## src/sv/tesd_pkg.sv

```systemverilog
// shared types and constants of the text escape symbol decoder
// no dependencies; imported by every module of the block but tesd_ram

package tesd_pkg;

	localparam int TABLE_DEPTH = 1024;
	localparam int ADDR_W      = $clog2(TABLE_DEPTH);
	localparam int QUEUE_DEPTH = 4;
	localparam int CFG_W       = 10;
	localparam int CFG_IDX_W   = 2;

	// configuration register indexes
	localparam logic [CFG_IDX_W-1:0] CFG_START_FONT     = 2'd0;
	localparam logic [CFG_IDX_W-1:0] CFG_FONT_COUNT     = 2'd1;
	localparam logic [CFG_IDX_W-1:0] CFG_CHARS_PER_FONT = 2'd2;
	localparam logic [CFG_IDX_W-1:0] CFG_MAX_SYMBOLS    = 2'd3;

	// result kinds
	localparam logic KIND_SYMBOL = 1'b0;
	localparam logic KIND_END    = 1'b1;

	// input modes
	localparam logic MODE_TABLE = 1'b0;
	localparam logic MODE_TEXT  = 1'b1;

	typedef struct packed {
		logic              mode;
		logic [9:0]        table_address;
		logic signed [15:0] table_word;
		logic [7:0]        text_byte;
		logic              last_byte;
	} in_item_t;

	typedef struct packed {
		logic              kind;
		logic signed [15:0] symbol;
		logic [9:0]        position;
	} out_item_t;

	typedef struct packed {
		logic [2:0] start_font;
		logic [2:0] font_count;
		logic [8:0] chars_per_font;
		logic [9:0] max_symbols;
	} cfg_t;

	// one symbol to emit: table lookup at the command's address or an immediate value
	typedef struct packed {
		logic        valid;
		logic        lookup;
		logic [15:0] value;
		logic [9:0]  pos;
	} slot_t;

	// classified item handed from the front end to the back end
	typedef struct packed {
		logic              is_write;
		logic [ADDR_W-1:0] addr;
		logic [15:0]       wdata;
		slot_t [1:0]       slot;
		logic              end_valid;
		logic [9:0]        end_pos;
	} cmd_t;

endpackage

```

## src/sv/tesd_queue.sv

```systemverilog
// short command queue between front end and back end
// depends on tesd_pkg

module tesd_queue (
	input  logic           clk,
	input  logic           arst_n,
	input  logic           push,
	input  tesd_pkg::cmd_t cmd_in,
	input  logic           pop,
	output logic           full,
	output logic           nonempty,
	output tesd_pkg::cmd_t head
);

	import tesd_pkg::*;

	localparam int PTR_W = $clog2(QUEUE_DEPTH);
	localparam int CNT_W = PTR_W + 1;

	cmd_t             entry_q [QUEUE_DEPTH];
	logic [PTR_W-1:0] wr_ptr_q;
	logic [PTR_W-1:0] rd_ptr_q;
	logic [CNT_W-1:0] count_q;

	assign full     = (count_q == CNT_W'(QUEUE_DEPTH));
	assign nonempty = (count_q != '0);
	assign head     = entry_q[rd_ptr_q];

	always_ff @(posedge clk) begin
		if (push) begin
			entry_q[wr_ptr_q] <= cmd_in;
		end
	end

	always_ff @(posedge clk or negedge arst_n) begin
		if (!arst_n) begin
			wr_ptr_q <= '0;
			rd_ptr_q <= '0;
			count_q  <= '0;
		end else begin
			if (push) begin
				wr_ptr_q <= (wr_ptr_q == PTR_W'(QUEUE_DEPTH - 1)) ? '0 : wr_ptr_q + PTR_W'(1);
			end
			if (pop) begin
				rd_ptr_q <= (rd_ptr_q == PTR_W'(QUEUE_DEPTH - 1)) ? '0 : rd_ptr_q + PTR_W'(1);
			end
			if (push && !pop) begin
				count_q <= count_q + CNT_W'(1);
			end else if (pop && !push) begin
				count_q <= count_q - CNT_W'(1);
			end
		end
	end

endmodule

```

## config.mk

```make
export PLATFORM = sky130hd
export DESIGN_NAME = tesd_queue
export DESIGN_NICKNAME = d
export VERILOG_FILES = /design/src/sv/tesd_pkg.sv /design/src/sv/tesd_queue.sv
export SDC_FILE = /design/constraint.sdc
export NUM_CORES = 1
export LEC_CHECK = 0
export BUFFER_PORTS_ARGS = -buffer_cell sky130_fd_sc_hd__buf_2
export CAP_MARGIN = 20
export CORE_ASPECT_RATIO = 0.5
export CORE_UTILIZATION = 30
export DETAILED_ROUTE_END_ITERATION = 6
export RECOVER_POWER = 25
export REMOVE_ABC_BUFFERS = 1
export SKIP_CTS_REPAIR_TIMING = 1
export SKIP_LAST_GASP = 1
export SLEW_MARGIN = 10
export SYNTH_ARGS = -nofsm -noshare
export SYNTH_HDL_FRONTEND = slang
export SYNTH_SLANG_ARGS = --single-unit
```

## constraint.sdc

```tcl
create_clock -name clk -period 5.2 [get_ports clk]
set_input_delay 0.52 -clock clk [delete_from_list [all_inputs] [get_ports clk]]
set_output_delay 0.52 -clock clk [all_outputs]
set_load 0.01 [all_outputs]
```

==> results by group, run 1 <==
Global route
  – Initial antenna violation count: 4
  – Pin count of the biggest net entering global routing: 69
  – Vias in the first global route: 6,612
  – Grt ovf: 0
  – GRT Util Overall: 0.116
  – First-pass GRT wire length: 41,500 um

Setup path
  – Crit end category: primary output
  – Critical path required time: 4.68 ns
  – Worst Path Class, Setup: reg2out
  – Startpoint types: register
  – Worst-path maximum fanout: 68
  – Critical Path AT: 2.76 ns

Route
  – DR WL met3: 761 um
  – Total Routed Length: 27,800 um
  – DR vias: 6,143
  – DR top layer: met4
  – Residual DRC: 0
  – Drt wl/cell: 19.7 um
  – DRT met1 WL: 10,000 um
  – Via density: 4.36
  – DRT iter0 DRCs: 410
  – DRT Pass-1 Iters: 5
  – Final antenna-violating net count: 0
  – Met2 wire len: 16,200 um

Place
  – RD Place Congestion: 0.719
  – Input/output buffers: 193
  – DP HPWL: 17,000 um

Logic synthesis
  – Cells after synthesis: 529
  – Synth Flop Type: edfxtp_1
  – Mapped Area: 14,000 sq um
  – Avg Inst Size Synth: 26.5 sq um
  – Post-synth EDFFs: 376
  – Yosys reg bits: 383
  – Synth Warn #: 0
  – Yosys cell types: 21
  – Sequential fraction of the synthesis area: 0.818
  – Post-synth ARST share: 0.0183

STA
  – Post-route clock period utilization: 0.630
  – Setup TNS: 0 ns
  – Skew final: 0.0118 ns
  – RSZ-0062 raised after global routing: no
  – Fin. max-slew vios: 0
  – Max frequency: 305 MHz
  – Period minus WS final: 3.28 ns
  – Relative slew slack: 0.294
  – Setup Viol. Count Final: 0
  – Worst slew pin tran: 1.06 ns
  – Fin. Hold Viols: 0

Die
  – Starting Density: 0.307
  – Die area: 47,600 sq um
  – Row count: 55
  – IO Count: 194
  – Die height: 155 um
  – DIE WIDTH: 308 um
  – Core footprint: 45,600 sq um

Worst hold path
  – Class of the worst hold path: in2reg

Finish
  – Synth-to-Final Area Change: 19.9%
  – Commonest cells after routing, fill and taps aside: edfxtp_1 (376), buf_2 (130), mux4_2 (94)
  – Nets: 855
  – Most common cell after layout, fill and taps aside: edfxtp_1
  – # fillers: 4,132
  – Layout cells sized above 1: 0.377

Flow run
  – Maxcap violations: 0

Clocking
  – Worst-Skew Late Latency: 0.51 ns
  – Clock sink count: 383
  – CTS Buf Count: 39
  – CTS clock-pin slew for the worst setup and hold paths: 0.06 ns
  – CTS tree: yes
  – Clock tree buffer depth: 3
  – H-tree Lvls: 2
  – Root Driver: clkbuf_16

Pwr
  – Peak VDD IR: 230 uV
  – Static Leak: 0.00548 uW
  – Post-layout power: 9290 uW
  – P per Cell Area: 553 nW/um^2

Outcome
  – Status: finished, final reports clean
## per-stage QoR
step	cells	hold slack (ns)	worst slack, ns	utilization	area (sq um)
after floorplan	507	0.224	0.279	-	13800
after global placement	1334	0.359	2.30	0.343	15700
after detailed placement	1334	0.371	2.28	0.343	15700
after CTS	1404	-0.179	1.72	0.369	16800
after global routing	1410	0.224	1.78	0.368	16800
final	1410	0.227	1.92	0.368	16800
## routing by layer
metal	vias up	GRT usage
met3	53	0.0169
li1	2730	-
met1	3263	0.128
met4	0	0.0455
met5	-	0
met2	97	0.223
## kinds of logic after synthesis
family | share of synthesized area
flip-flops | 0.818
multiplexers | 0.153
buffers and inverters | 0.0150
AND/OR/NAND/NOR | 0.00411
adder cells (fa/ha/maj) | 0.00678
XOR/XNOR | 0.00188
AO/OA/AOI/OAI | 0.000714
## sequential cells by signal, indices dropped and copies added (netlist names)
signal and cells:
rd_ptr_q 2, wr_ptr_q 2, count_q 3, entry_q 376
## synthesized netlist by cell type, types with 2 or more instances
| library cell | count | share of area |
|---|---|---|
| xor2_1 | 2 | 0.0013 |
| and2_1 | 4 | 0.0018 |
| nand2_1 | 2 | 0.00054 |
| buf_12 | 4 | 0.0057 |
| buf_4 | 5 | 0.0027 |
| dfrtp_1 | 7 | 0.012 |
| inv_1 | 4 | 0.0011 |
| clkbuf_1 | 3 | 0.00080 |
| edfxtp_1 | 376 | 0.81 |
| buf_2 | 8 | 0.0029 |
| mux2_2 | 3 | 0.0024 |
| o21ai_0 | 2 | 0.00071 |
| nor2_1 | 3 | 0.00080 |
| ha_1 | 6 | 0.0054 |
| mux4_2 | 94 | 0.15 |
## final timing paths
check	startpoint	to	depth (start not counted)	slack (ns)
min in group asynchronous	arst_n	rd_ptr_q[1]$_DFFE_PN0P_	2	0.41
max in group asynchronous	arst_n	rd_ptr_q[0]$_DFFE_PN0P_	2	4.60
hold / removal	cmd_in[52]	entry_q[0][52]$_DFFE_PP_	1	0.23
setup / recovery	rd_ptr_q[1]$_DFFE_PN0P_	head[3]	3	1.92
setup reg to reg	wr_ptr_q[0]$_DFFE_PN0P_	entry_q[0][69]$_DFFE_PP_	4	2.70
hold reg to reg	count_q[2]$_DFFE_PN0P_	count_q[2]$_DFFE_PN0P_	1	0.48
## final cells by class
type / instances / area (sq um) / area share
diodes: 4 / 10.0 / 0.000595
clock buffers: 49 / 1010 / 0.0603
clock inverters: 21 / 175 / 0.0104
inverters: 4 / 15.0 / 0.000893
multi-input cells: 120 / 2350 / 0.140
flip-flops and latches: 383 / 11500 / 0.682
well taps: 627 / 785 / 0.0467
repair buffers: 202 / 990 / 0.0589
## worst max-delay path, stage by stage (launching register included)
cell	delay, ns
dfrtp_4	1.11
buf_4	0.54
mux4_2	0.39
buf_2	0.16
## where the power goes
part	switching (uW)	internal (uW)
registers	266	3970
clock network	1090	1530
logic	1270	1170
Note: power is estimated with default switching activity, not from simulation.
==> inputs of run 2 (changes only) <==
Clock period 5.2 ns to 2.93 ns, I/O delays scaled along.
==> results by group, run 2 (synthesis results as in run 1) <==
STA
  – Setup TNS: 0 ns
  – Fin. Hold Viols: 0
  – Period minus WS final: 2.69 ns
  – RSZ-0062 raised after global routing: no
  – Worst slew pin tran: 0.730 ns
  – Fin. max-slew vios: 0
  – Post-route clock period utilization: 0.918
  – Skew final: 0.0120 ns
  – Relative slew slack: 0.513
  – Final setup margin: 0.241 ns
  – Max frequency: 372 MHz
  – Setup Viol. Count Final: 0

Clocking
  – CTS tree: yes
  – Clock tree buffer depth: 3
  – H-tree Lvls: 2
  – Clock sink count: 383
  – CTS Buf Count: 37
  – Root Driver: clkbuf_16
  – CTS clock-pin slew for the worst setup and hold paths: 0.06 ns
  – Worst-Skew Late Latency: 0.51 ns

Finish
  – Largest register FFs: 376
  – Nets: 943
  – Most flop-heavy register: entry_q
  – Synth-to-Final Area Change: 26.5%
  – Top Registers: entry_q (376), count_q (3)
  – Most common cell after layout, fill and taps aside: edfxtp_1
  – Layout cells sized above 1: 0.350
  – Commonest cells after routing, fill and taps aside: edfxtp_1 (376), buf_2 (135), mux4_2 (94)

Global route
  – Grt ovf: 0
  – GRT met1 Usage: 0.134
  – Grt peak-use layer: met2
  – Routing usage on met3: 0.0178
  – Initial antenna violation count: 1
  – Vias in the first global route: 6,594
  – First-pass GRT wire length: 41,800 um
  – GRT Util Overall: 0.118
  – Global Route met2 Usage: 0.228
  – Pin count of the biggest net entering global routing: 47

Place
  – Input/output buffers: 193
  – RD Place Congestion: 0.736
  – DP HPWL: 18,100 um
  – Setup WS pre-CTS: 0.741 ns

Setup path
  – Critical Path AT: 2.40 ns
  – Worst-path maximum fanout: 46
  – Startpoint types: register
  – Worst Path Class, Setup: reg2out
  – Crit end category: primary output
  – Critical path required time: 2.64 ns

Route
  – Drt wl/cell: 19.3 um
  – DRT iter0 DRCs: 377
  – Via density: 4.35
  – Final antenna-violating net count: 0
  – Total Routed Length: 28,900 um
  – Residual DRC: 0
  – DRT Pass-1 Iters: 4
  – DR vias: 6,493

Pwr
  – Post-layout power: 16,700 uW
  – P per Cell Area: 940 nW/um^2
  – Peak VDD IR: 360 uV
  – Static Leak: 0.00587 uW

Die
  – IO Count: 194
  – DIE WIDTH: 308 um
  – Core footprint: 45,600 sq um
  – Die height: 155 um
  – Starting Density: 0.307
  – Row count: 55
  – Die area: 47,600 sq um

Outcome
  – Status: finished, final reports clean

Worst hold path
  – Class of the worst hold path: in2reg

Flow run
  – Maxcap violations: 0
==> run 2: metrics by stage <==
step                      area [sq um]   util  hold WS, ns  std cells
after CTS                        17000  0.372       -0.414       1408
after global placement           15800  0.347        0.134       1343
final                            17700  0.389       0.0503       1492
after detailed placement         15800  0.347        0.142       1343
after floorplan                  13800      -     -0.00259        507
after global routing             17700  0.389       0.0682       1492
==> run 2: worst paths after layout <==
path                       depth (start not counted)  slack [ns]                    start                       end
setup / recovery                                   3        0.24  rd_ptr_q[1]$_DFFE_PN0P_                  head[83]
hold / removal                                     1        0.05               cmd_in[86]  entry_q[1][86]$_DFFE_PP_
setup reg to reg                                   4        1.02  wr_ptr_q[0]$_DFFE_PN0P_  entry_q[0][88]$_DFFE_PP_
hold reg to reg                                    1        0.49   count_q[2]$_DFFE_PN0P_    count_q[2]$_DFFE_PN0P_
max in group asynchronous                          2        2.31                   arst_n   rd_ptr_q[1]$_DFFE_PN0P_
min in group asynchronous                          2        0.28                   arst_n    count_q[1]$_DFFE_PN0P_
==> run 2: cell type report <==
class                      count  area, sq um
antenna                        1         2.50
clock buffer                  45          956
clock inverter                20          191
fill                        4083        27900
inverter                       4         15.0
multi-input combinational    120         2350
sequential                   383        11500
tap                          627          785
timing repair buffer         292         1960
==> run 2: critical path, stage by stage, from the launching register on <==
cell and delay [ns]:
dfrtp_4 0.90, buf_4 0.42, mux4_2 0.37, buf_2 0.16
==> run 2: per-layer routing <==
layer / wire length [um] / part of all wire
met4: 535 / 0.019
met5: 0 / 0
met2: 16500 / 0.57
met1: 10900 / 0.38
met3: 927 / 0.032
==> run 2: power by group <==
part,internal [uW],leakage (uW),switching (uW)
Clock,2670,0.000560,1900
Combinational,2240,0.00178,2460
Sequential,7020,0.00353,379
Total,11900,0.00587,4740
