$ cat config.mk
export PLATFORM = sky130hd
export DESIGN_NAME = tesd_front
export DESIGN_NICKNAME = d
export VERILOG_FILES = /design/src/sv/tesd_pkg.sv /design/src/sv/tesd_front.sv
export SDC_FILE = /design/constraint.sdc
export NUM_CORES = 1
export LEC_CHECK = 0
export BUFFER_PORTS_ARGS = -buffer_cell sky130_fd_sc_hd__buf_2
export CAP_MARGIN = 20
export CORE_MARGIN = 10
export CORE_UTILIZATION = 48
export CTS_BUF_LIST = sky130_fd_sc_hd__clkbuf_16
export DETAILED_ROUTE_END_ITERATION = 8
export HOLD_SLACK_MARGIN = 0.05
export PLACE_DENSITY = 0.81
export SYNTH_ARGS = -nofsm -noshare
export SYNTH_HDL_FRONTEND = slang
export SYNTH_SLANG_ARGS = --single-unit
$ cat constraint.sdc
create_clock -name clk -period 26.4 [get_ports clk]
set_input_delay 6.6 -clock clk [delete_from_list [all_inputs] [get_ports clk]]
set_output_delay 6.6 -clock clk [all_outputs]
set_load 0.01 [all_outputs]
$ cat src/sv/tesd_pkg.sv
// shared types and constants of the text escape symbol decoder
// no dependencies; imported by every module of the block but tesd_ram

package tesd_pkg;

	localparam int TABLE_DEPTH = 1024;
	localparam int ADDR_W      = $clog2(TABLE_DEPTH);
	localparam int QUEUE_DEPTH = 4;
	localparam int CFG_W       = 10;
	localparam int CFG_IDX_W   = 2;

	// configuration register indexes
	localparam logic [CFG_IDX_W-1:0] CFG_START_FONT     = 2'd0;
	localparam logic [CFG_IDX_W-1:0] CFG_FONT_COUNT     = 2'd1;
	localparam logic [CFG_IDX_W-1:0] CFG_CHARS_PER_FONT = 2'd2;
	localparam logic [CFG_IDX_W-1:0] CFG_MAX_SYMBOLS    = 2'd3;

	// result kinds
	localparam logic KIND_SYMBOL = 1'b0;
	localparam logic KIND_END    = 1'b1;

	// input modes
	localparam logic MODE_TABLE = 1'b0;
	localparam logic MODE_TEXT  = 1'b1;

	typedef struct packed {
		logic              mode;
		logic [9:0]        table_address;
		logic signed [15:0] table_word;
		logic [7:0]        text_byte;
		logic              last_byte;
	} in_item_t;

	typedef struct packed {
		logic              kind;
		logic signed [15:0] symbol;
		logic [9:0]        position;
	} out_item_t;

	typedef struct packed {
		logic [2:0] start_font;
		logic [2:0] font_count;
		logic [8:0] chars_per_font;
		logic [9:0] max_symbols;
	} cfg_t;

	// one symbol to emit: table lookup at the command's address or an immediate value
	typedef struct packed {
		logic        valid;
		logic        lookup;
		logic [15:0] value;
		logic [9:0]  pos;
	} slot_t;

	// classified item handed from the front end to the back end
	typedef struct packed {
		logic              is_write;
		logic [ADDR_W-1:0] addr;
		logic [15:0]       wdata;
		slot_t [1:0]       slot;
		logic              end_valid;
		logic [9:0]        end_pos;
	} cmd_t;

endpackage

$ cat src/sv/tesd_front.sv
// front end: accepts items, runs the escape parser and classifies each item
// into a command for the back end; depends on tesd_pkg

module tesd_front (
	input  logic              clk,
	input  logic              arst_n,
	input  logic              in_valid,
	input  tesd_pkg::in_item_t in_item,
	input  tesd_pkg::cfg_t    cfg,
	input  logic              full,
	output logic              push,
	output tesd_pkg::cmd_t    cmd
);

	import tesd_pkg::*;

	typedef enum logic [2:0] {
		PH_NORMAL,
		PH_ESCAPE,
		PH_FONT,
		PH_GREEK,
		PH_NUMBER
	} phase_t;

	localparam logic [7:0] CHAR_SPACE  = 8'h20;
	localparam logic [7:0] CHAR_HASH   = 8'h23;
	localparam logic [7:0] CHAR_LPAREN = 8'h28;
	localparam logic [7:0] CHAR_RPAREN = 8'h29;
	localparam logic [7:0] CHAR_PLUS   = 8'h2B;
	localparam logic [7:0] CHAR_MINUS  = 8'h2D;
	localparam logic [7:0] CHAR_ZERO   = 8'h30;
	localparam logic [7:0] CHAR_NINE   = 8'h39;
	localparam logic [7:0] CHAR_B_UP   = 8'h42;
	localparam logic [7:0] CHAR_D_UP   = 8'h44;
	localparam logic [7:0] CHAR_F_UP   = 8'h46;
	localparam logic [7:0] CHAR_G_UP   = 8'h47;
	localparam logic [7:0] CHAR_U_UP   = 8'h55;
	localparam logic [7:0] CHAR_B_LO   = 8'h62;
	localparam logic [7:0] CHAR_D_LO   = 8'h64;
	localparam logic [7:0] CHAR_F_LO   = 8'h66;
	localparam logic [7:0] CHAR_G_LO   = 8'h67;
	localparam logic [7:0] CHAR_I_LO   = 8'h69;
	localparam logic [7:0] CHAR_N_LO   = 8'h6E;
	localparam logic [7:0] CHAR_R_LO   = 8'h72;
	localparam logic [7:0] CHAR_S_LO   = 8'h73;
	localparam logic [7:0] CHAR_U_LO   = 8'h75;
	localparam logic [7:0] GREEK_BASE  = 8'd127;

	localparam logic [15:0] SYM_UP    = 16'hFFFF;
	localparam logic [15:0] SYM_DOWN  = 16'hFFFE;
	localparam logic [15:0] SYM_BACK  = 16'hFFFD;
	localparam logic [15:0] SYM_PLUS  = 16'hFFFC;
	localparam logic [15:0] SYM_MINUS = 16'hFFFB;

	// position of a greek letter in the greek list, from 1; 0 if none
	function automatic logic [5:0] greek_pos(input logic [7:0] b);
		logic [5:0] p;
		p = 6'd0;
		unique case (b | 8'h20)
			8'h61: p = 6'd1;
			8'h62: p = 6'd2;
			8'h67: p = 6'd3;
			8'h64: p = 6'd4;
			8'h65: p = 6'd5;
			8'h7A: p = 6'd6;
			8'h79: p = 6'd7;
			8'h68: p = 6'd8;
			8'h69: p = 6'd9;
			8'h6B: p = 6'd10;
			8'h6C: p = 6'd11;
			8'h6D: p = 6'd12;
			8'h6E: p = 6'd13;
			8'h63: p = 6'd14;
			8'h6F: p = 6'd15;
			8'h70: p = 6'd16;
			8'h72: p = 6'd17;
			8'h73: p = 6'd18;
			8'h74: p = 6'd19;
			8'h75: p = 6'd20;
			8'h66: p = 6'd21;
			8'h78: p = 6'd22;
			8'h71: p = 6'd23;
			8'h77: p = 6'd24;
			default: p = 6'd0;
		endcase
		// lower case letters follow the upper case ones
		if (p != 6'd0 && b[5]) begin
			p = p + 6'd24;
		end
		return p;
	endfunction

	function automatic logic [2:0] font_sel(input logic [7:0] b, input logic [2:0] count);
		logic [2:0] f;
		f = 3'd0;
		unique case (b | 8'h20)
			CHAR_N_LO: f = 3'd1;
			CHAR_R_LO: f = 3'd2;
			CHAR_I_LO: f = 3'd3;
			CHAR_S_LO: f = 3'd4;
			default:   f = 3'd0;
		endcase
		if (f == 3'd0 || f > count) begin
			f = 3'd1;
		end
		return f;
	endfunction

	phase_t      phase_q;
	logic [2:0]  font_q;
	logic [15:0] acc_q;
	logic [9:0]  cnt_q;
	logic        in_string_q;

	logic        accept;
	logic [7:0]  b;
	logic        last;
	logic [2:0]  init_font;
	phase_t      cur_phase;
	logic [2:0]  cur_font;
	logic [15:0] cur_acc;
	logic [9:0]  cur_cnt;

	phase_t      nxt_phase;
	logic [2:0]  nxt_font;
	logic [15:0] nxt_acc;
	logic        a_req;
	logic        a_lookup;
	logic [15:0] a_val;
	logic        b_req;
	logic [7:0]  idx;
	logic        plain_hash;
	logic [7:0]  plain_idx;
	logic        is_digit;
	logic [15:0] acc10;

	logic        a_emit;
	logic        b_emit;
	logic [9:0]  cnt_a;
	logic [9:0]  cnt_b;
	logic [1:0]  font_m1;
	logic [10:0] prod;
	logic [11:0] sum;

	assign accept = in_valid && !full;
	assign push   = accept;
	assign b      = in_item.text_byte;
	assign last   = in_item.last_byte;

	assign init_font = (cfg.start_font == 3'd0 || cfg.start_font > cfg.font_count)
		? 3'd1 : cfg.start_font;

	// a new string starts from a clean parser
	assign cur_phase = in_string_q ? phase_q : PH_NORMAL;
	assign cur_font  = in_string_q ? font_q : init_font;
	assign cur_acc   = in_string_q ? acc_q : 16'd0;
	assign cur_cnt   = in_string_q ? cnt_q : 10'd0;

	assign plain_hash = (b == CHAR_HASH) && !last;
	assign plain_idx  = b[7] ? CHAR_SPACE : b;
	assign is_digit   = (b >= CHAR_ZERO) && (b <= CHAR_NINE);
	assign acc10      = 16'({cur_acc, 3'b000}) + 16'({cur_acc, 1'b0}) + 16'(b[3:0]);

	always_comb begin
		nxt_phase = PH_NORMAL;
		nxt_font  = cur_font;
		nxt_acc   = cur_acc;
		a_req     = 1'b0;
		a_lookup  = 1'b0;
		a_val     = 16'd0;
		b_req     = 1'b0;
		idx       = plain_idx;
		unique case (cur_phase)
			PH_ESCAPE: begin
				unique case (b) inside
					CHAR_HASH: begin
						a_req    = 1'b1;
						a_lookup = 1'b1;
						idx      = CHAR_HASH;
					end
					CHAR_U_LO, CHAR_U_UP: begin
						a_req = 1'b1;
						a_val = SYM_UP;
					end
					CHAR_D_LO, CHAR_D_UP: begin
						a_req = 1'b1;
						a_val = SYM_DOWN;
					end
					CHAR_B_LO, CHAR_B_UP: begin
						a_req = 1'b1;
						a_val = SYM_BACK;
					end
					CHAR_PLUS: begin
						a_req = 1'b1;
						a_val = SYM_PLUS;
					end
					CHAR_MINUS: begin
						a_req = 1'b1;
						a_val = SYM_MINUS;
					end
					CHAR_LPAREN: begin
						nxt_acc = 16'd0;
						if (last) begin
							a_req = 1'b1;
						end else begin
							nxt_phase = PH_NUMBER;
						end
					end
					CHAR_F_LO, CHAR_F_UP: begin
						if (!last) begin
							nxt_phase = PH_FONT;
						end
					end
					CHAR_G_LO, CHAR_G_UP: begin
						if (!last) begin
							nxt_phase = PH_GREEK;
						end
					end
					default: begin
						// unknown pair is dropped
					end
				endcase
			end
			PH_FONT: begin
				nxt_font = font_sel(b, cfg.font_count);
			end
			PH_GREEK: begin
				a_req    = 1'b1;
				a_lookup = 1'b1;
				idx      = GREEK_BASE + 8'(greek_pos(b));
			end
			PH_NUMBER: begin
				if (is_digit) begin
					nxt_acc   = acc10;
					nxt_phase = PH_NUMBER;
					if (last) begin
						a_req = 1'b1;
						a_val = acc10;
					end
				end else begin
					a_req = 1'b1;
					a_val = cur_acc;
					// the terminating byte is decoded as plain text unless it closes the number
					if (b != CHAR_RPAREN) begin
						if (plain_hash) begin
							nxt_phase = PH_ESCAPE;
						end else begin
							b_req = 1'b1;
						end
					end
				end
			end
			default: begin
				if (plain_hash) begin
					nxt_phase = PH_ESCAPE;
				end else begin
					a_req    = 1'b1;
					a_lookup = 1'b1;
				end
			end
		endcase
	end

	// symbol limit
	assign a_emit = a_req && (cur_cnt < cfg.max_symbols);
	assign cnt_a  = cur_cnt + 10'(a_emit);
	assign b_emit = b_req && (cnt_a < cfg.max_symbols);
	assign cnt_b  = cnt_a + 10'(b_emit);

	// table address; at most one lookup per item
	assign font_m1 = 2'(cur_font - 3'd1);
	assign prod    = 11'(font_m1 * cfg.chars_per_font);
	assign sum     = 12'(prod) + 12'(idx);

	always_comb begin
		cmd = '0;
		if (in_item.mode == MODE_TABLE) begin
			cmd.is_write = 1'b1;
			cmd.addr     = ADDR_W'(in_item.table_address);
			cmd.wdata    = in_item.table_word;
		end else begin
			cmd.addr           = ADDR_W'(sum);
			cmd.slot[0].valid  = a_emit;
			cmd.slot[0].lookup = a_lookup;
			cmd.slot[0].value  = a_val;
			cmd.slot[0].pos    = cur_cnt;
			cmd.slot[1].valid  = b_emit;
			cmd.slot[1].lookup = 1'b1;
			cmd.slot[1].value  = 16'd0;
			cmd.slot[1].pos    = cnt_a;
			cmd.end_valid      = last;
			cmd.end_pos        = cnt_b;
		end
	end

	always_ff @(posedge clk or negedge arst_n) begin
		if (!arst_n) begin
			phase_q     <= PH_NORMAL;
			font_q      <= 3'd1;
			acc_q       <= 16'd0;
			cnt_q       <= 10'd0;
			in_string_q <= 1'b0;
		end else if (accept && in_item.mode == MODE_TEXT) begin
			if (last) begin
				phase_q     <= PH_NORMAL;
				font_q      <= init_font;
				acc_q       <= 16'd0;
				cnt_q       <= 10'd0;
				in_string_q <= 1'b0;
			end else begin
				phase_q     <= nxt_phase;
				font_q      <= nxt_font;
				acc_q       <= nxt_acc;
				cnt_q       <= cnt_b;
				in_string_q <= 1'b1;
			end
		end
	end

endmodule

==> results of run 1 <==
-- registers in the layout (all words and copies together) (netlist names) --
| signal | flops |
|---|---|
| cnt_q | 10 |
| font_q | 2 |
| phase_q | 3 |
| acc_q | 16 |
| in_string_q | 1 |
-- logic make-up after synthesis --
logic type | after synthesis
flops | 32
xor+xnor | 39
fa+ha+maj | 77
other cells | 1
simple gates | 325
mux | 13
compound gates | 206
buf+inv | 115
-- metrics by stage --
stage | instances | hold WS, ns
6_report | 1065 | 0.4723
5_1_grt | 1065 | 0.5165
4_1_cts | 1064 | 0.4748
3_5_place_dp | 1056 | 0.4627
3_3_place_gp | 1056 | 0.4543
2_1_floorplan | 823 | 0.4424
-- worst reg2reg max path, delay by kind of cell (launching register included) --
kind                       cells  cell delay [ns]
AOI/OAI and AO/OA              4             0.98
xor gates and xnor gates       2             0.48
adders and majority gates      4             1.00
buffers and inverters          1             0.41
DFF                            1             0.82
and+or+nand+nor               10             2.32
-- cells in the mapped netlist (all sizes together), types with 2 or more instances --
master and number:
nand2 102, ha 67, o21ai 63, inv 54, a21oi 49, nor2 49
nor2b 37, and2 36, buf 35, dfrtp 31, clkbuf 26, nor3 25
xnor2 24, nand3 17, and3 14, xor2 14, a22o 13, nand2b 12
o31ai 12, fa 10, mux2 10, o21a 10, o22ai 9, a21o 8
or3 8, a31oi 7, nor3b 5, a32oi 4, nand4 4, a211oi 3
a221oi 3, a311o 3, mux2i 3, nor4 3, o21bai 3, a21boi 2
a31o 2, a32o 2, a41oi 2, and4 2, nand3b 2, nand4b 2
o2111ai 2, o211ai 2, or2 2
-- where the power goes --
group	total, µW	switching, µW	internal (µW)	leakage (µW)
clock	56.1	21.7	34.4	0.0000710
combinational	92.4	53.2	39.2	0.00294
sequential	53.2	2.39	50.8	0.000439
total	202	77.2	124	0.00345
-- area by class of cell --
type / instances / area [µm²]
clock inverter: 3 / 16.27
tap: 147 / 183.9
fill: 1163 / 5296
inverter: 54 / 202.7
timing repair buffer: 148 / 753.2
multi-input combinational: 676 / 4582
clock buffer: 5 / 125.1
sequential: 32 / 802.0
-- final timing paths --
path	endpoint	depth (start not counted)	from
max	cmd[6]	25	in_item[5]
min	acc_q[7]	2	acc_q[7]
max reg2reg	cnt_q[6]	21	in_string_q
min reg2reg	acc_q[7]	2	acc_q[7]
max in group asynchronous	acc_q[15]	1	arst_n
min in group asynchronous	acc_q[8]	1	arst_n
-- per-layer routing --
| layer | part of all wire (%) | routed length [µm] | vias to the layer above | track usage (%) |
|---|---|---|---|---|
| met4 | 0.80 | 136 | 0 | 3.270 |
| met2 | 45 | 7728 | 279 | 30.54 |
| met3 | 9.2 | 1576 | 17 | 3.465 |
| li1 | - | - | 3020 | - |
| met1 | 45 | 7630 | 2726 | 26.65 |
| met5 | 0 | 0 | - | 0 |
==> metrics, run 1 <==
outcome complete, no violations; Syn Std Cell Area 5856 µm²; Slew headroom 34.75%; area fraction of the dominant cell type after synthesis 14.32%; minimum setup slack after placement 7.629 ns; transition time at the pin with the least slew margin 0.9751 ns; buffer cell driving the clock tree root sky130_fd_sc_hd__clkbuf_16; buffers inserted during post-CTS setup optimization 0; Hold-fix buffers, CTS 0; share of the synthesized area in compound gates (AO/OA/AOI/OAI) 22.52%; final critical-path share of the clock period 71.55%; cell taking the most area after synthesis sky130_fd_sc_hd__ha_1; clock slew seen by the registers of the worst setup and hold paths 0.06 ns; Crit path max-delay family simple AND/OR/NAND/NOR gates; worst min-delay path class reg -> reg; mean area per synthesized cell 7.247 µm²; total placed instance area 6516 µm²; CTS-repair resized insts 0; Total Die Area 17020 µm²; Die Height 130.5 µm; TritonCTS clock tree done; Worst Path Max Fanout 24; setup violation total in the final timing report 0; proportion of layout cells with a drive suffix above 1 19.50%; main combinational cell family by area after synthesis simple AND/OR/NAND/NOR gates; Slew Viols, Final 0; total power consumption of the routed design 201.7 µW; synthesized flop and latch total 32; largest net degree at the start of global routing 53; required time worst endpoint 19.80 ns; areal power density over the cells 30.26 nW/µm²; Hold Violations, Final 0; Fmax achieved 0.05294 GHz; cell type of the slowest stage on the worst timing path sky130_fd_sc_hd__or4b_4; diode count 0; Post-synth EDFFs 0; I/O pin total 160; Crit path arrival time 12.29 ns; most frequently used flop master after synthesis sky130_fd_sc_hd__dfrtp_1; grt ovf 0; R2R setup slack 20.26 ns; GR Util All Layers 19.12%; adder-cell share of the synthesized area 17.74%; RePlAce Congestion 0.9291; chip width 130.5 µm; fraction of the yosys area taken by sequential cells 13.70%; area growth from synthesis to layout 13.82%; hpwl dp 13610 µm; WL final 17070 µm; commonest non-fill, non-tap cells in the layout sky130_fd_sc_hd__buf_2, sky130_fd_sc_hd__nand2_1, sky130_fd_sc_hd__ha_1, sky130_fd_sc_hd__o21ai_0, sky130_fd_sc_hd__inv_1; max capacitance violation total 0; simple-gate portion of the synthesized area 28.31%; core region area 11960 µm²; unrepaired setup endpoints after global routing no; proportion of register bits with asynchronous set or reset after synthesis 100.0%; Pre-antenna DRT Iters 5; cell types occupying the most area after synthesis sky130_fd_sc_hd__ha_1, sky130_fd_sc_hd__dfrtp_1, sky130_fd_sc_hd__nand2_1; most common cell after layout, fill and taps aside sky130_fd_sc_hd__buf_2; number of buffers on the longest clock path 2; Routed WL per cell 16.03 µm; static power due to leakage 0.003447 µW; I/O Buffers 143; number of instances in the synthesized netlist 808; Buf+Inv Stages, Crit Path 2; Post-Layout Inst Area 6665 µm²; number of global-route vias before repair 5561; type of the setup path with the least slack in -> out; CTS buffer count 5; Syn. warnings 0; global-route wire length before repair 27340 µm; critical path endpoint category primary output; crit start category input port; number of unique standard cell types used by synthesis 71; initial detailed-routing violation count 696; mux contribution to synthesized area 2.436%; via-per-instance ratio 5.673; total number of vias 6042; Clock Sinks 32; clock network latency to the later pin of the worst-skew pair 0.28 ns; post-layout utilization of the core 55.72%; Post-layout nets 1059; post-route clock skew 0.007152 ns; DRC violation count after routing 0; Initial Utilization 48.95%; CTS H-tree lvls 2; Post-Synth XOR/XNOR Area 6.090%; min Tclk post-route 18.89 ns; final-layout setup total negative slack 0 ns; number of placement rows 40; final worst-path setup slack 7.510 ns; cell seen most often among critical-path stages sky130_fd_sc_hd__ha_1; Max IR drop VDD 0.02209 mV; number of nets still failing antenna checks after routing 0; number of antenna violations at the first check in global routing 0; CP max stage delay 0.63 ns
Power figures use the tool's default switching activity.
==> inputs of run 2 (changes only) <==
==> constraint.sdc (replaced) <==
create_clock -name clk -period 18.2 [get_ports clk]
set_input_delay 4.55 -clock clk [delete_from_list [all_inputs] [get_ports clk]]
set_output_delay 4.55 -clock clk [all_outputs]
set_load 0.01 [all_outputs]
==> run 2 against run 1 <==
Compared with the run above: first-iteration DRC count fell by 0.57%; combinational power increased by 46%; total power grew 46%; sequential power rose by 45%; global-route usage grew 0.39 points; worst setup slack worse by 4.0 ns; worst hold slack better by 0.011 ns; clock-buffer cell count did not move; non-clock buffer count unchanged; via count grew 0.43%.
==> metrics, run 2 (same netlist as run 1, synthesis figures left out) <==
CTS-repair resized insts 0; global-route wire length before repair 27910 µm; Max IR drop VDD 0.03739 mV; DRC violation count after routing 0; total power consumption of the routed design 295.1 µW; number of antenna violations at the first check in global routing 0; static power due to leakage 0.003449 µW; via-per-instance ratio 5.698; number of nets still failing antenna checks after routing 0; crit start category input port; hpwl dp 13810 µm; max capacitance violation total 0; Routed WL per cell 16.22 µm; Hold-fix buffers, CTS 0; flip-flop count of the largest register, all copies and words added 16; Slew Viols, Final 0; outcome complete, no violations; Post-layout nets 1059; number of buffers on the longest clock path 2; total number of vias 6068; largest registers acc_q x16, cnt_q x10, phase_q x3; buffers inserted during post-CTS setup optimization 0; Sequential Area 802.0 µm²; Crit path arrival time 10.12 ns; register bank with the most flops acc_q; initial detailed-routing violation count 692; critical path endpoint category primary output; proportion of layout cells with a drive suffix above 1 19.61%; Hold Slack 0.4831 ns; Die Height 130.5 µm; number of global-route vias before repair 5813; number of placement rows 40; largest net degree at the start of global routing 53; final critical-path share of the clock period 80.62%; CTS H-tree lvls 2; most common cell after layout, fill and taps aside sky130_fd_sc_hd__buf_2; type of the setup path with the least slack in -> out; clock slew seen by the registers of the worst setup and hold paths 0.06 ns; area growth from synthesis to layout 13.87%; required time worst endpoint 13.65 ns; Worst Path Max Fanout 24; areal power density over the cells 44.26 nW/µm²; core region area 11960 µm²; I/O pin total 160; I/O Buffers 143; Post-Layout Inst Area 6668 µm²; total placed instance area 6516 µm²; final-layout setup total negative slack 0 ns; Clock Sinks 32; Fmax achieved 0.06816 GHz; setup violation total in the final timing report 0; unrepaired setup endpoints after global routing no; chip width 130.5 µm; grt ovf 0; commonest non-fill, non-tap cells in the layout sky130_fd_sc_hd__buf_2, sky130_fd_sc_hd__nand2_1, sky130_fd_sc_hd__ha_1, sky130_fd_sc_hd__o21ai_0, sky130_fd_sc_hd__inv_1; diode count 0; worst min-delay path class reg -> reg; clock network latency to the later pin of the worst-skew pair 0.28 ns; minimum setup slack after placement 3.635 ns; CTS buffer count 5; WL final 17270 µm; RePlAce Congestion 0.9273; Initial Utilization 48.95%; TritonCTS clock tree done; final worst-path setup slack 3.528 ns; buffer cell driving the clock tree root sky130_fd_sc_hd__clkbuf_16; transition time at the pin with the least slew margin 0.9413 ns; number of filler cells placed in the layout 1138; Hold Violations, Final 0; min Tclk post-route 14.67 ns; Pre-antenna DRT Iters 6; post-route clock skew 0.007851 ns; GR Util All Layers 19.51%; total area of multi-input combinational cells 4582 µm²; Total Die Area 17020 µm²; Slew headroom 37.01%
[run 2: cell types whose count changed in the layout (fill, tap and decap cells not counted)]
| cell | change |
|---|---|
| sky130_fd_sc_hd__clkinv_4 | +1 |
| sky130_fd_sc_hd__inv_1 | -1 |
| sky130_fd_sc_hd__clkinv_2 | +1 |
| sky130_fd_sc_hd__clkinvlp_4 | -1 |
[run 2: cell type report]
cell class,instances,share of cell area [%]
multi-input combinational,676,68.72
sequential,32,12.03
timing repair buffer,148,11.30
inverter,54,3.040
tap,147,2.758
clock buffer,5,1.877
clock inverter,3,0.2815
[run 2: path summary, 6_finish.rpt]
kind                        startpoint   endpoint  slack (ns)  cells after the start
max                         in_item[5]     cmd[6]        3.53                     27
min                           cnt_q[0]   cnt_q[0]        0.48                      2
max reg2reg                in_string_q   cnt_q[6]       12.23                     23
min reg2reg                   cnt_q[0]   cnt_q[0]        0.48                      2
max in group asynchronous       arst_n  acc_q[15]       13.37                      1
min in group asynchronous       arst_n   acc_q[8]        4.34                      1
[run 2: layer usage]
layer  routed length (µm)  global-route usage, %  vias up
met5                    0                      0        -
met4                   96                  3.990        0
met3                 1410                  3.062       11
met2                 8015                  31.92      275
met1                 7750                  26.63     2766
li1                     -                      -     3016
[run 2: where the power goes]
part	total (µW)	internal, µW	switching (µW)
clock network	83.2	50.4	32.8
registers	77.0	73.7	3.22
logic	135	57.2	77.8
total	295	181	114
[run 2: stage by stage]
step	std cells	utilization, %
5_1_grt	1065	55.74
3_3_place_gp	1056	54.48
3_5_place_dp	1056	54.48
2_1_floorplan	823	-
4_1_cts	1064	55.68
6_report	1065	55.74
[run 2: critical path, cell delays in order]
cell	delay, ns
sky130_fd_sc_hd__buf_2	0.22
sky130_fd_sc_hd__or4b_4	0.63
sky130_fd_sc_hd__nor3_4	0.18
sky130_fd_sc_hd__nand3_1	0.10
sky130_fd_sc_hd__nand2_1	0.10
sky130_fd_sc_hd__o21a_1	0.44
sky130_fd_sc_hd__nor3_1	0.17
sky130_fd_sc_hd__nor3_1	0.21
sky130_fd_sc_hd__ha_1	0.22
sky130_fd_sc_hd__ha_1	0.20
sky130_fd_sc_hd__and3_1	0.24
sky130_fd_sc_hd__nand3_1	0.11
sky130_fd_sc_hd__xnor2_1	0.15
sky130_fd_sc_hd__nand2_1	0.10
sky130_fd_sc_hd__inv_1	0.14
sky130_fd_sc_hd__ha_1	0.25
sky130_fd_sc_hd__nor2b_1	0.13
sky130_fd_sc_hd__o21ai_0	0.17
sky130_fd_sc_hd__nand3_1	0.12
sky130_fd_sc_hd__nor4_1	0.34
sky130_fd_sc_hd__ha_1	0.24
sky130_fd_sc_hd__ha_1	0.21
sky130_fd_sc_hd__nand2_1	0.10
sky130_fd_sc_hd__or3b_1	0.39
sky130_fd_sc_hd__xor2_1	0.20
sky130_fd_sc_hd__nor2_1	0.06
sky130_fd_sc_hd__buf_2	0.16
